[src/hw/rtl/kcdl_pkg.sv]
`timescale 1ns / 1ps
// ----------------------------------------------------------------------------
// kcdl_pkg
// Types, codes and reset values shared by the door lock modules.
// ----------------------------------------------------------------------------
package kcdl_pkg;

    // Door modes, as reported on the status output
    typedef enum logic [2:0] {
        MODE_CLOSED   = 3'd0,
        MODE_ENTERING = 3'd1,
        MODE_ERROR    = 3'd2,
        MODE_UNLOCKED = 3'd3,
        MODE_OPEN     = 3'd4
    } t_mode;

    // Register indexes on the configuration port
    typedef enum logic [2:0] {
        REG_CODE_FIRST   = 3'd0,
        REG_CODE_SECOND  = 3'd1,
        REG_CODE_THIRD   = 3'd2,
        REG_WINDOW_START = 3'd3,
        REG_WINDOW_END   = 3'd4,
        REG_HOLD_TICKS   = 3'd5
    } t_reg_idx;

    localparam logic [3:0]  KEY_A_INDEX        = 4'd3;
    localparam logic [3:0]  RST_CODE_FIRST     = 4'd0;
    localparam logic [3:0]  RST_CODE_SECOND    = 4'd4;
    localparam logic [3:0]  RST_CODE_THIRD     = 4'd8;
    localparam logic [4:0]  RST_WINDOW_START   = 5'd8;
    localparam logic [4:0]  RST_WINDOW_END     = 5'd16;
    localparam logic [15:0] RST_HOLD_TICKS     = 16'd1000;
    localparam logic [1:0]  LAST_DIGIT_IDX     = 2'd2;

    // Lamp bit positions
    localparam int LAMP_UNLOCKED_BIT = 0;
    localparam int LAMP_LOCKED_BIT   = 1;
    localparam int LAMP_WRONG_BIT    = 2;
    localparam logic [2:0] LAMP_RESET = 3'b010;
    localparam logic [2:0] LAMP_OPEN_UNLOCKED = 3'b001;

    // Configuration as seen by the lock logic
    typedef struct packed {
        logic [3:0]  code_first;
        logic [3:0]  code_second;
        logic [3:0]  code_third;
        logic [4:0]  window_start;
        logic [4:0]  window_end;
        logic [15:0] hold_ticks;
    } t_cfg;

    // One tick's sample
    typedef struct packed {
        logic       key_pressed;
        logic [3:0] key_position;
        logic       handle_active;
        logic [4:0] clock_hour;
    } t_sample;

    // One result beat
    typedef struct packed {
        t_mode      door_status;
        logic [2:0] lamps;
    } t_result;

endpackage

[src/hw/rtl/kcdl_cfg_regs.sv]
`timescale 1ns / 1ps
// ----------------------------------------------------------------------------
// kcdl_cfg_regs
// APB-style register file holding the code keys, hour window and hold time.
// ----------------------------------------------------------------------------
module kcdl_cfg_regs
    import kcdl_pkg::*;
(
    input  logic        i_clk,
    input  logic        i_rst_n,
    input  logic        psel,
    input  logic        penable,
    input  logic        pwrite,
    input  logic [4:0]  paddr,
    input  logic [31:0] pwdata,
    output logic [31:0] prdata,
    output logic        pready,
    output t_cfg        o_cfg
);

    t_cfg r_cfg;
    logic w_wr;
    logic [2:0] w_idx;

    assign pready = 1'b1;
    assign w_wr   = psel && penable && pwrite;
    assign w_idx  = paddr[4:2];

    // register writes
    always_ff @(posedge i_clk) begin
        if (!i_rst_n) begin
            r_cfg.code_first   <= RST_CODE_FIRST;
            r_cfg.code_second  <= RST_CODE_SECOND;
            r_cfg.code_third   <= RST_CODE_THIRD;
            r_cfg.window_start <= RST_WINDOW_START;
            r_cfg.window_end   <= RST_WINDOW_END;
            r_cfg.hold_ticks   <= RST_HOLD_TICKS;
        end else if (w_wr) begin
            unique case (w_idx)
                REG_CODE_FIRST:   r_cfg.code_first   <= pwdata[3:0];
                REG_CODE_SECOND:  r_cfg.code_second  <= pwdata[3:0];
                REG_CODE_THIRD:   r_cfg.code_third   <= pwdata[3:0];
                REG_WINDOW_START: r_cfg.window_start <= pwdata[4:0];
                REG_WINDOW_END:   r_cfg.window_end   <= pwdata[4:0];
                REG_HOLD_TICKS:   r_cfg.hold_ticks   <= pwdata[15:0];
                default: ;  // unmapped index, ignored
            endcase
        end
    end

    // read mux
    always_comb begin
        unique case (w_idx)
            REG_CODE_FIRST:   prdata = {28'd0, r_cfg.code_first};
            REG_CODE_SECOND:  prdata = {28'd0, r_cfg.code_second};
            REG_CODE_THIRD:   prdata = {28'd0, r_cfg.code_third};
            REG_WINDOW_START: prdata = {27'd0, r_cfg.window_start};
            REG_WINDOW_END:   prdata = {27'd0, r_cfg.window_end};
            REG_HOLD_TICKS:   prdata = {16'd0, r_cfg.hold_ticks};
            default:          prdata = 32'd0;
        endcase
    end

    assign o_cfg = r_cfg;

endmodule

[src/hw/rtl/kcdl_lock_fsm.sv]
`timescale 1ns / 1ps
// ----------------------------------------------------------------------------
// kcdl_lock_fsm
// Door mode state machine: code entry, error hold, unlock and open tracking.
// ----------------------------------------------------------------------------
module kcdl_lock_fsm
    import kcdl_pkg::*;
(
    input  logic    i_clk,
    input  logic    i_rst_n,
    input  logic    i_step,
    input  t_sample i_sample,
    input  t_cfg    i_cfg,
    output t_result o_result
);

    t_mode       r_mode,     n_mode;
    logic [1:0]  r_digits,   n_digits;
    logic [3:0]  r_last_key, n_last_key;
    logic        r_mismatch, n_mismatch;
    logic [15:0] r_hold,     n_hold;
    logic [2:0]  r_lamp,     n_lamp;

    logic [3:0]  w_expected;
    logic        w_in_window;
    logic        w_new_digit;
    logic        w_miss;

    // expected code key for the current digit
    always_comb begin
        case (r_digits)
            2'd0:    w_expected = i_cfg.code_first;
            2'd1:    w_expected = i_cfg.code_second;
            default: w_expected = i_cfg.code_third;
        endcase
    end

    assign w_in_window = (i_sample.clock_hour >= i_cfg.window_start) &&
                         (i_sample.clock_hour <= i_cfg.window_end);
    assign w_new_digit = i_sample.key_pressed && (i_sample.key_position != r_last_key);
    assign w_miss      = r_mismatch || (i_sample.key_position != w_expected);

    // next state
    always_comb begin
        n_mode     = r_mode;
        n_digits   = r_digits;
        n_last_key = r_last_key;
        n_mismatch = r_mismatch;
        n_hold     = r_hold;
        n_lamp     = r_lamp;
        unique case (r_mode)
            MODE_CLOSED: begin
                if (i_sample.key_pressed && i_sample.key_position == KEY_A_INDEX &&
                    w_in_window) begin
                    n_mode     = MODE_ENTERING;
                    n_digits   = 2'd0;
                    n_last_key = KEY_A_INDEX;
                    n_mismatch = 1'b0;
                end
            end
            MODE_ENTERING: begin
                if (w_new_digit) begin
                    n_last_key = i_sample.key_position;
                    n_mismatch = w_miss;
                    n_digits   = r_digits + 2'd1;
                    if (r_digits == LAST_DIGIT_IDX) begin
                        n_digits = 2'd0;
                        if (w_miss) begin
                            n_mode = MODE_ERROR;
                            n_hold = i_cfg.hold_ticks;
                            n_lamp[LAMP_WRONG_BIT] = 1'b1;
                        end else begin
                            n_mode = MODE_UNLOCKED;
                            n_lamp = LAMP_OPEN_UNLOCKED;
                        end
                    end
                end
            end
            MODE_ERROR: begin
                if (r_hold <= 16'd1) begin
                    n_hold = 16'd0;
                    n_mode = MODE_CLOSED;
                    n_lamp[LAMP_WRONG_BIT] = 1'b0;
                end else begin
                    n_hold = r_hold - 16'd1;
                end
            end
            MODE_UNLOCKED: begin
                if (i_sample.handle_active) begin
                    n_lamp[LAMP_UNLOCKED_BIT] = 1'b0;
                    n_mode = MODE_OPEN;
                end
            end
            MODE_OPEN: begin
                if (!i_sample.handle_active) begin
                    n_lamp[LAMP_LOCKED_BIT] = 1'b1;
                    n_mode = MODE_CLOSED;
                end
            end
            default: begin
                n_mode = MODE_CLOSED;
                n_lamp = LAMP_RESET;
            end
        endcase
    end

    // result beat: state as it stands after this tick
    always_comb begin
        o_result.door_status = n_mode;
        o_result.lamps       = n_lamp;
    end

    // state registers, updated once per processed sample
    always_ff @(posedge i_clk) begin
        if (!i_rst_n) begin
            r_mode     <= MODE_CLOSED;
            r_digits   <= 2'd0;
            r_last_key <= KEY_A_INDEX;
            r_mismatch <= 1'b0;
            r_hold     <= 16'd0;
            r_lamp     <= LAMP_RESET;
        end else if (i_step) begin
            r_mode     <= n_mode;
            r_digits   <= n_digits;
            r_last_key <= n_last_key;
            r_mismatch <= n_mismatch;
            r_hold     <= n_hold;
            r_lamp     <= n_lamp;
        end
    end

endmodule

[src/hw/rtl/keypad_code_door_lock.sv]
`timescale 1ns / 1ps
// ----------------------------------------------------------------------------
// keypad_code_door_lock
// Keypad code door lock controller, one sample per beat.
// ----------------------------------------------------------------------------
// Usage:
//   Input channel (i_in_valid / o_in_ready) carries one tick's sample per beat:
//   key pressed flag and index, handle level and current hour.
//   Output channel (o_out_valid / i_out_ready) returns one result beat per
//   sample: door status and the three lamp drives after that tick.
//   Each sample passes through the input register, then the result register.
//   Throughput: one sample per cycle while the receiver keeps up; the state
//   machine update runs in the single logic stage between the input register
//   and the result register. When the receiver stalls, the result register
//   holds its beat and one more sample waits in the input register; the input
//   side stalls only when both are full.
//   Reset (i_rst_n low, synchronous) empties both registers, sets the door to
//   closed with the locked lamp on, and loads the default code keys 0,4,8,
//   the 8..16 hour window and a 1000-tick error hold.
//   Registers sit on the APB-style port at byte addresses 4*index; write them
//   only while no sample is in flight.
// ----------------------------------------------------------------------------
module keypad_code_door_lock
    import kcdl_pkg::*;
(
    input  logic        i_clk,
    input  logic        i_rst_n,
    input  logic        i_in_valid,
    output logic        o_in_ready,
    input  logic        i_key_pressed,
    input  logic [3:0]  i_key_position,
    input  logic        i_handle_active,
    input  logic [4:0]  i_clock_hour,
    output logic        o_out_valid,
    input  logic        i_out_ready,
    output logic [2:0]  o_door_status,
    output logic        o_unlocked_lamp,
    output logic        o_locked_lamp,
    output logic        o_wrong_code_lamp,
    input  logic        psel,
    input  logic        penable,
    input  logic        pwrite,
    input  logic [4:0]  paddr,
    input  logic [31:0] pwdata,
    output logic [31:0] prdata,
    output logic        pready
);

    t_cfg    w_cfg;
    t_sample r_sample;
    t_result r_result;
    t_result w_result;
    logic    r_in_valid;
    logic    r_out_valid;
    logic    w_advance;
    logic    w_step;
    logic    w_accept;

    kcdl_cfg_regs u_cfg (
        .i_clk   (i_clk),
        .i_rst_n (i_rst_n),
        .psel    (psel),
        .penable (penable),
        .pwrite  (pwrite),
        .paddr   (paddr),
        .pwdata  (pwdata),
        .prdata  (prdata),
        .pready  (pready),
        .o_cfg   (w_cfg)
    );

    kcdl_lock_fsm u_fsm (
        .i_clk    (i_clk),
        .i_rst_n  (i_rst_n),
        .i_step   (w_step),
        .i_sample (r_sample),
        .i_cfg    (w_cfg),
        .o_result (w_result)
    );

    // pipeline flow control
    assign w_advance  = !r_out_valid || i_out_ready;
    assign w_step     = r_in_valid && w_advance;
    assign o_in_ready = !r_in_valid || w_advance;
    assign w_accept   = i_in_valid && o_in_ready;

    // input register
    always_ff @(posedge i_clk) begin
        if (!i_rst_n) begin
            r_in_valid <= 1'b0;
        end else if (w_accept) begin
            r_in_valid <= 1'b1;
        end else if (w_step) begin
            r_in_valid <= 1'b0;
        end
    end

    always_ff @(posedge i_clk) begin
        if (w_accept) begin
            r_sample.key_pressed   <= i_key_pressed;
            r_sample.key_position  <= i_key_position;
            r_sample.handle_active <= i_handle_active;
            r_sample.clock_hour    <= i_clock_hour;
        end
    end

    // result register
    always_ff @(posedge i_clk) begin
        if (!i_rst_n) begin
            r_out_valid <= 1'b0;
        end else if (w_advance) begin
            r_out_valid <= r_in_valid;
        end
    end

    always_ff @(posedge i_clk) begin
        if (w_step) begin
            r_result <= w_result;
        end
    end

    assign o_out_valid       = r_out_valid;
    assign o_door_status     = r_result.door_status;
    assign o_unlocked_lamp   = r_result.lamps[LAMP_UNLOCKED_BIT];
    assign o_locked_lamp     = r_result.lamps[LAMP_LOCKED_BIT];
    assign o_wrong_code_lamp = r_result.lamps[LAMP_WRONG_BIT];

endmodule

[config.mk]
export PLATFORM = sky130hd
export DESIGN_NAME = keypad_code_door_lock
export DESIGN_NICKNAME = d
export VERILOG_FILES = /design/src/hw/rtl/kcdl_pkg.sv /design/src/hw/rtl/kcdl_cfg_regs.sv /design/src/hw/rtl/kcdl_lock_fsm.sv /design/src/hw/rtl/keypad_code_door_lock.sv
export SDC_FILE = /design/constraint.sdc
export NUM_CORES = 1
export LEC_CHECK = 0
export BUFFER_PORTS_ARGS = -buffer_cell sky130_fd_sc_hd__buf_2
export CAP_MARGIN = 40
export CORE_ASPECT_RATIO = 1.25
export CORE_MARGIN = 10
export CORE_UTILIZATION = 42
export CTS_CLUSTER_SIZE = 16
export DETAILED_ROUTE_END_ITERATION = 8
export MAX_ROUTING_LAYER = met4
export PLACE_DENSITY = 0.63
export REMOVE_ABC_BUFFERS = 1
export SLEW_MARGIN = 20
export SYNTH_ARGS = -nofsm -noshare
export SYNTH_HDL_FRONTEND = slang
export SYNTH_SLANG_ARGS = --single-unit
[constraint.sdc]
create_clock -name i_clk -period 6.3 [get_ports i_clk]
set_input_delay 1.26 -clock i_clk [delete_from_list [all_inputs] [get_ports i_clk]]
set_output_delay 1.26 -clock i_clk [all_outputs]
set_load 0.02 [all_outputs]
* Yosys cells after proc, flatten, opt, wreduce, memory -nomap -nowiden
Index checks and enable logic that the tools add are counted.
** Operators by class
- Multipliers :: 0
- Magnitude comparators :: 3
- Shift operators :: 0
- Multiplexer cells :: 37
- Div/mod/pow operators :: 0
- Reduce and logical (&&, ||, !) cells :: 30
- Bitwise logic cells :: 0
- Equal/unequal tests :: 18
- Add/subtract/negate cells :: 2
** Operators by type and width (number)
- one-hot mux 16 bit (6 select lines) :: 1
- two-way mux 16 bit :: 4
- one-hot mux 16 bit (2 select lines) :: 1
- two-way mux 3 bit :: 8
- less-or-equal comparator 16 x 1 -> 1 bit, second input constant :: 1
- one-hot mux 4 bit (2 select lines) :: 2
- subtractor 16 x 1 -> 16 bit, second input constant :: 1
- one-hot mux 3 bit (5 select lines) :: 1
- == test 3 x 2 -> 1 bit, second input constant :: 4
- AND reduction 2 bit :: 6
- == test 3 bit, second input constant :: 3
- two-way mux 1 bit :: 9
- one-hot mux 1 bit (3 select lines) :: 3
- OR reduction 3 bit :: 3
- logical AND 1 bit :: 8
- two-way mux 2 bit :: 4
- two-way mux 4 bit :: 2
- inequality test 2 x 1 -> 1 bit, second input constant :: 4
- inequality test 4 bit :: 2
- == test 3 x 1 -> 1 bit, second input constant :: 2
- zero test 3 bit :: 2
- nonzero test 2 bit :: 3
- >= comparator 5 bit :: 1
- less-or-equal comparator 5 bit :: 1
- other kinds (11) :: 14
** Word-level totals
- Input bits :: 55
- Output and inout port bits :: 41
- Logic and storage cells :: 110
- Latch bits :: 0
- Memories kept :: 0
- Register bits :: 86
- Bits in writable memories :: 0
- Bits in read-only memories :: 0

* Logic depth before layout (Yosys ltp)
Gate-level depths: netlist of run 1.
- Word-level depth :: 8
- Mapped depth :: 9
- Depth with buffers taken out :: 8

* By module
A second synthesis of run 1 with hierarchy kept.
** Second synthesis, totals
- Cells, all modules :: 561
- Area, all modules :: 4931.0 um^2
** Modules (own cells, without submodules)
- kcdl_lock_fsm :: cells each 316, area an instance 2351.0 um^2, times used 1
- kcdl_cfg_regs :: cells each 219, area an instance 1965.6 um^2, times used 1
- keypad_code_door_lock :: cells each 26, area an instance 614.3 um^2, times used 1

* Least setup slack after synthesis of run 1
Ideal clock, no wire load.
- Path kind :: input to output
- Start point :: in paddr[2]
- End point :: out prdata[4]
- Stages on the path :: 4
- Path buffers :: 2
- Arrival time :: 2.451 ns
- Slack :: 2.589 ns
- Cells stage by stage :: clkbuf_1 > clkbuf_1 > mux2i_1 > o21ai_0
** Between the ends
- Longest elaborated chain between the ends :: 2
** Ends and longest elaborated chain
- start: declaration :: RTL line keypad_code_door_lock.sv:43 : input logic [4:0] paddr,
- == test 3 bit, or another cell as far along :: RTL line kcdl_cfg_regs.sv:53 : unique case (w_idx)
- one-hot mux 16 bit (6 select lines) * :: RTL line kcdl_cfg_regs.sv:53
- end: declaration :: RTL line keypad_code_door_lock.sv:45 : output logic [31:0] prdata,
Every way passes the cells marked *; elsewhere a longest branch is shown, timed or not.

* Worst setup path after layout of run 1
- Start point :: in paddr[3]
- End point :: out prdata[8]
Same word-level chain as after synthesis.

==> flow_summary.json, run 1 <==
{
  "synth_area_leaders": "dfxtp_1 (29%), edfxtp_1 (11%), nand2_1 (6.9%)",
  "yosys.cell_types.count": 65,
  "synth_seq_cells": 86,
  "instances_no_fill": 745,
  "cp.arrival_ps": 2720,
  "synth_ff_type": "dfxtp_1",
  "drc": 0,
  "clock-sinks": 86,
  "rsz0062_at_grt": "false",
  "clockPowerShare_pct": 45.8,
  "postRouteAntennaNets": 0,
  "synth_commonest_cells": "nand2_1 (87), dfxtp_1 (69), nor2_1 (46)",
  "crit_fanout": 11,
  "h-tree-depth": 3,
  "die_h_um": 139,
  "irDropWorstVdd_mv": 0.155,
  "power_density_nw_per_um2": 231,
  "setup_viol": 0,
  "dp.cells": 725,
  "fillers": 1080,
  "skew_ps": 7.84,
  "max_freq_mhz": 251,
  "dpl.hpwl_um": 9190,
  "synth_edf_count": 17,
  "cts_tree": "done",
  "viasPerCell": 5.55,
  "grt_usage_pct": 16.2,
  "hold_class": "reg -> reg",
  "crit_top_cell": "buf_2",
  "ctsResizeCount": 0,
  "diodes": 0,
  "grt_pass1_wl_um": 20500,
  "synth_cells": 561,
  "report.final.slew_viol_count": 0,
  "path_clk_slew_ps": 60,
  "worstPathCellList": "buf_2 > inv_1 > nand2_1 > nor2_1 > and2_1 > buf_2",
  "synthToLayoutAreaGrowth_pct": 13.3,
  "critPathLaunchType": "input port",
  "cellLeakagePower_nw": 2.17,
  "ys_warn_count": 0,
  "combinationalPowerShare_pct": 7.5,
  "netlist_area_um2": 4740,
  "swShare_pct": 22.9,
  "wirelength_um": 12500,
  "endpoint_kind": "primary output",
  "total_power_mw": 1.24,
  "post-route-period-util_pct": 63.1,
  "rows": 43,
  "tightest_slew_ps": 791,
  "core_um2": 11100,
  "cp_slowest_cell": "nor2_1",
  "slowest_delay_ps": 600,
  "grt_max_degree": 46,
  "p_int_mw": 0.959,
  "dr.pass1.iters": 5,
  "synth.largest_area_cell": "dfxtp_1",
  "io_buffers": 60,
  "routabilityCongestion": 0.929,
  "cap_violations": 0,
  "status": "completed",
  "drive_above_1_share_pct": 16.4,
  "yosysMostFrequentCell": "nand2_1",
  "min_period_ps": 3980,
  "numCtsBuffers": 9,
  "hold_violations": 0,
  "crit_type": "in -> out",
  "cts_setup_buffers": 0,
  "num_vias": 4138,
  "critical_path.top_delay_family": "simple AND/OR/NAND/NOR gates",
  "wl_per_cell_um": 16.8,
  "crit_required_ps": 5040,
  "die_w_um": 115,
  "netlist.area_leader.share_pct": 29.1,
  "grt_overflow": 0,
  "clkLatencyLatePin_ps": 340,
  "hold_ws_ps": 474,
  "slew-limit-headroom_pct": 47.0,
  "seq_area_frac_synth_pct": 39.9,
  "pwr-share-seq_pct": 46.7,
  "fin_nets": 672,
  "synth_area_per_cell_um2": 8.45,
  "ctsHoldBuffers": 0,
  "start_util_pct": 42.8,
  "grt_pass1_vias": 4120,
  "dieArea_um2": 16000,
  "drt_iter0_drc": 264,
  "async_flop_share_pct": 0,
  "io_pins": 96,
  "path_buf_inv": 3,
  "root_buffer": "clkbuf_16",
  "antenna_found_initial": 0,
  "final.setup.tns_ps": 0,
  "p_sw_mw": 0.284,
  "cts_max_path_buffers": 2
}
[final cells by class]
class                   instances  area (µm²)  area share, %
clock buffers                  10         239           4.45
clock inverters                 6        85.1           1.58
inverters                      20        75.1           1.40
multi-input cells             421        2540           47.4
flip-flops and latches         86        1890           35.2
well taps                     135         169           3.14
repair buffers                 67         367           6.83
[layer usage]
| layer | up-vias | global-route usage [%] | share of wire [%] |
|---|---|---|---|
| met3 | 19 | 2.55 | 5.2 |
| met2 | 121 | 26.2 | 50 |
| li1 | 2053 | - | - |
| met4 | 0 | 8.36 | 1.8 |
| met5 | - | - | 0 |
| met1 | 1945 | 18.6 | 43 |
[sequential cells by signal, summed over array words and instances (netlist names)]
name	count
u_cfg.o_cfg	38
u_fsm.r_last_key	4
o_unlocked_lamp	1
u_fsm.r_mode	3
o_wrong_code_lamp	1
o_locked_lamp	1
r_in_valid	1
u_fsm.r_hold	16
u_fsm.r_mismatch	1
r_sample	11
o_out_valid	1
u_fsm.r_digits	2
u_fsm.r_lamp	3
o_door_status	3
[worst register-to-register path, delay by kind of cell (launching register included)]
family           cells  cell delay [ps]
AO/OA/AOI/OAI        2              440
AND/OR/NAND/NOR      3             1210
flip-flops           1              530
multiplexers         1              310
[power groups by stage]
| stage | clock network [mW] | registers (mW) | logic [mW] |
|---|---|---|---|
| 6_report | 0.569 | 0.581 | 0.0933 |
| 5_1_grt | 0.610 | 0.582 | 0.104 |
| 4_1_cts | 0.582 | 0.581 | 0.0918 |
| 3_5_place_dp | 0 | 0.593 | 0.0916 |
| 3_3_place_gp | 0 | 0.593 | 0.0897 |
| 2_1_floorplan | 0 | 0.593 | 0.0513 |
[final timing paths]
kind,startpoint,endpoint,slack [ps],cells after the start
worst max-delay path,paddr[3],prdata[8],2320,6
worst min-delay path,u_cfg.o_cfg[13],u_cfg.o_cfg[13],470,2
worst max register to register,u_fsm.r_digits[0],u_fsm.r_hold[13],3700,6
worst min register to register,u_cfg.o_cfg[13],u_cfg.o_cfg[13],470,2
[cell families after synthesis]
kind of cell / synth area share [%]
other cells: 0.158
buf+inv: 7.68
fa+ha+maj: 3.17
flops: 39.9
mux: 7.00
compound gates: 17.7
xor+xnor: 1.66
simple gates: 22.7
[metrics by stage]
stage               instance area (µm²)  utilization, %  worst slack (ps)
floorplan                          4510               -              3040
global placement                   5000            45.1              2330
detailed placement                 5010            45.2              2310
CTS                                5330            48.1              2310
global route                       5370            48.5              2170
finish                             5370            48.5              2320
[layout by cell type (no fill, tap or decap), types with 4 or more instances in the layout]
master and instances:
mux2i_1 32, o21ai_1 4, inv_1 17, nor4_1 4, a211o_1 4, nand3_1 17
a21oi_1 35, xnor2_1 6, nor2_1 46, dfxtp_1 69, and2_1 13, nand2_1 87
o31a_1 4, o31ai_1 7, clkbuf_16 9, edfxtp_1 17, or4_1 4, conb_1 17
buf_2 61, o21ai_0 22, a211oi_1 8, nor3b_1 5, or3_1 8, ha_1 12
o211ai_1 6, nor3_1 17, a31oi_1 6
(Power assumes the default switching activity.)
==> run 2, diff against run 1 <==
==> constraint.sdc (replaced) <==
create_clock -name i_clk -period 4.1 [get_ports i_clk]
set_input_delay 0.82 -clock i_clk [delete_from_list [all_inputs] [get_ports i_clk]]
set_output_delay 0.82 -clock i_clk [all_outputs]
set_load 0.02 [all_outputs]
==> flow_summary.json, run 2 (synthesis results as in run 1) <==
{
  "h-tree-depth": 3,
  "synthToLayoutAreaGrowth_pct": 12.6,
  "grt_pass1_wl_um": 20700,
  "cp_slowest_cell": "nor2_1",
  "cts_max_path_buffers": 2,
  "tightest_slew_ps": 885,
  "grt_pass1_vias": 4108,
  "post-route-period-util_pct": 76.1,
  "ctsHoldBuffers": 0,
  "fillers": 1087,
  "io_buffers": 60,
  "viasPerCell": 5.55,
  "slowest_delay_ps": 620,
  "status": "completed",
  "report.final.slew_viol_count": 0,
  "drive_above_1_share_pct": 15.8,
  "cts_setup_buffers": 0,
  "dpl.hpwl_um": 9180,
  "routabilityCongestion": 0.928,
  "dp.cells": 725,
  "rows": 43,
  "postLayoutCellArea_um2": 5340,
  "hold_class": "reg -> reg",
  "endpoint_kind": "primary output",
  "power_density_nw_per_um2": 348,
  "num_vias": 4129,
  "core_um2": 11100,
  "max_freq_mhz": 321,
  "wl_per_cell_um": 17.0,
  "wirelength_um": 12600,
  "grt_max_degree": 46,
  "grt_usage_pct": 16.2,
  "hold_violations": 0,
  "largest_reg_flops": 38,
  "grt_overflow": 0,
  "ctsResizeCount": 0,
  "min_period_ps": 3120,
  "critical_path.top_delay_family": "simple AND/OR/NAND/NOR gates",
  "total_power_mw": 1.86,
  "path_buf_inv": 3,
  "final.setup.tns_ps": 0,
  "crit_type": "in -> out",
  "irDropWorstVdd_mv": 0.211,
  "postRouteAntennaNets": 0,
  "cts_tree": "done",
  "numCtsBuffers": 9,
  "die_w_um": 115,
  "final_common_cell": "nand2_1",
  "clock-sinks": 86,
  "setup_viol": 0,
  "critPathLaunchType": "input port",
  "crit_required_ps": 3280,
  "hold_ws_ps": 470,
  "crit_fanout": 11,
  "dr.pass1.iters": 4,
  "fin_nets": 671,
  "layout_common_cells": "nand2_1 (87), dfxtp_1 (69), buf_2 (60), nor2_1 (46), a21oi_1 (35)",
  "drt_iter0_drc": 207,
  "io_pins": 96,
  "crit_top_cell": "buf_2",
  "clkLatencyLatePin_ps": 350,
  "slew-limit-headroom_pct": 40.6,
  "drc": 0,
  "cap_violations": 0,
  "antenna_found_initial": 0,
  "diodes": 0,
  "start_util_pct": 42.8,
  "worstPathCellList": "buf_2 > inv_1 > nand2_1 > nor2_1 > and2_1 > buf_2",
  "rsz0062_at_grt": "false",
  "cp.arrival_ps": 2300,
  "instances_no_fill": 744,
  "root_buffer": "clkbuf_16",
  "dieArea_um2": 16000,
  "skew_ps": 9.42,
  "path_clk_slew_ps": 60,
  "dpl_cell_area_um2": 5010,
  "die_h_um": 139,
  "cellLeakagePower_nw": 2.16
}
[run 2: changes by cell type in the layout (fill, tap and decap cells not counted), sizes merged]
cell	before	now
clkinvlp	1	0
clkbuf	11	17
bufinv	2	1
buf	66	64
clkinv	3	0
[run 2: stage by stage]
stage	setup slack, ps	utilization [%]
final	980	48.2
after global routing	854	48.2
after CTS	984	47.9
after detailed placement	986	45.2
after global placement	999	45.1
after floorplan	1720	-
[run 2: cell type report]
class | count | area (µm²) | area share [%]
clock buffers | 15 | 268 | 5.02
clock inverters | 1 | 30.0 | 0.563
inverters | 20 | 75.1 | 1.41
multi-input cells | 421 | 2540 | 47.7
flip-flops and latches | 86 | 1890 | 35.4
well taps | 135 | 169 | 3.16
repair buffers | 66 | 359 | 6.73
[run 2: path summary, 6_finish.rpt]
kind	from	end	slack, ps	cells after the start
worst max-delay path	paddr[3]	prdata[8]	980	6
worst min-delay path	u_cfg.o_cfg[11]	u_cfg.o_cfg[11]	470	2
worst max register to register	u_fsm.r_digits[0]	u_fsm.r_hold[13]	1470	6
worst min register to register	u_cfg.o_cfg[11]	u_cfg.o_cfg[11]	470	2
[run 2: per-layer routing]
metal,part of all wire [%],global-route usage (%),up-vias
li1,-,-,2047
met1,43,18.3,1981
met2,51,27.1,79
met3,4.0,3.12,22
met4,1.8,6.92,0
met5,0,-,-
[run 2: tightest hold or removal path: cells and delay by family, from the launching register on]
| family | cells | cell delay [ps] |
|---|---|---|
| flops | 1 | 320 |
| simple gates | 1 | 50 |
| compound gates | 1 | 50 |
[run 2: power by group]
group	switching, mW	total, mW	internal, mW
sequential	0.0135	0.893	0.880
clock	0.318	0.824	0.506
combinational	0.0960	0.143	0.0471
total	0.427	1.86	1.43
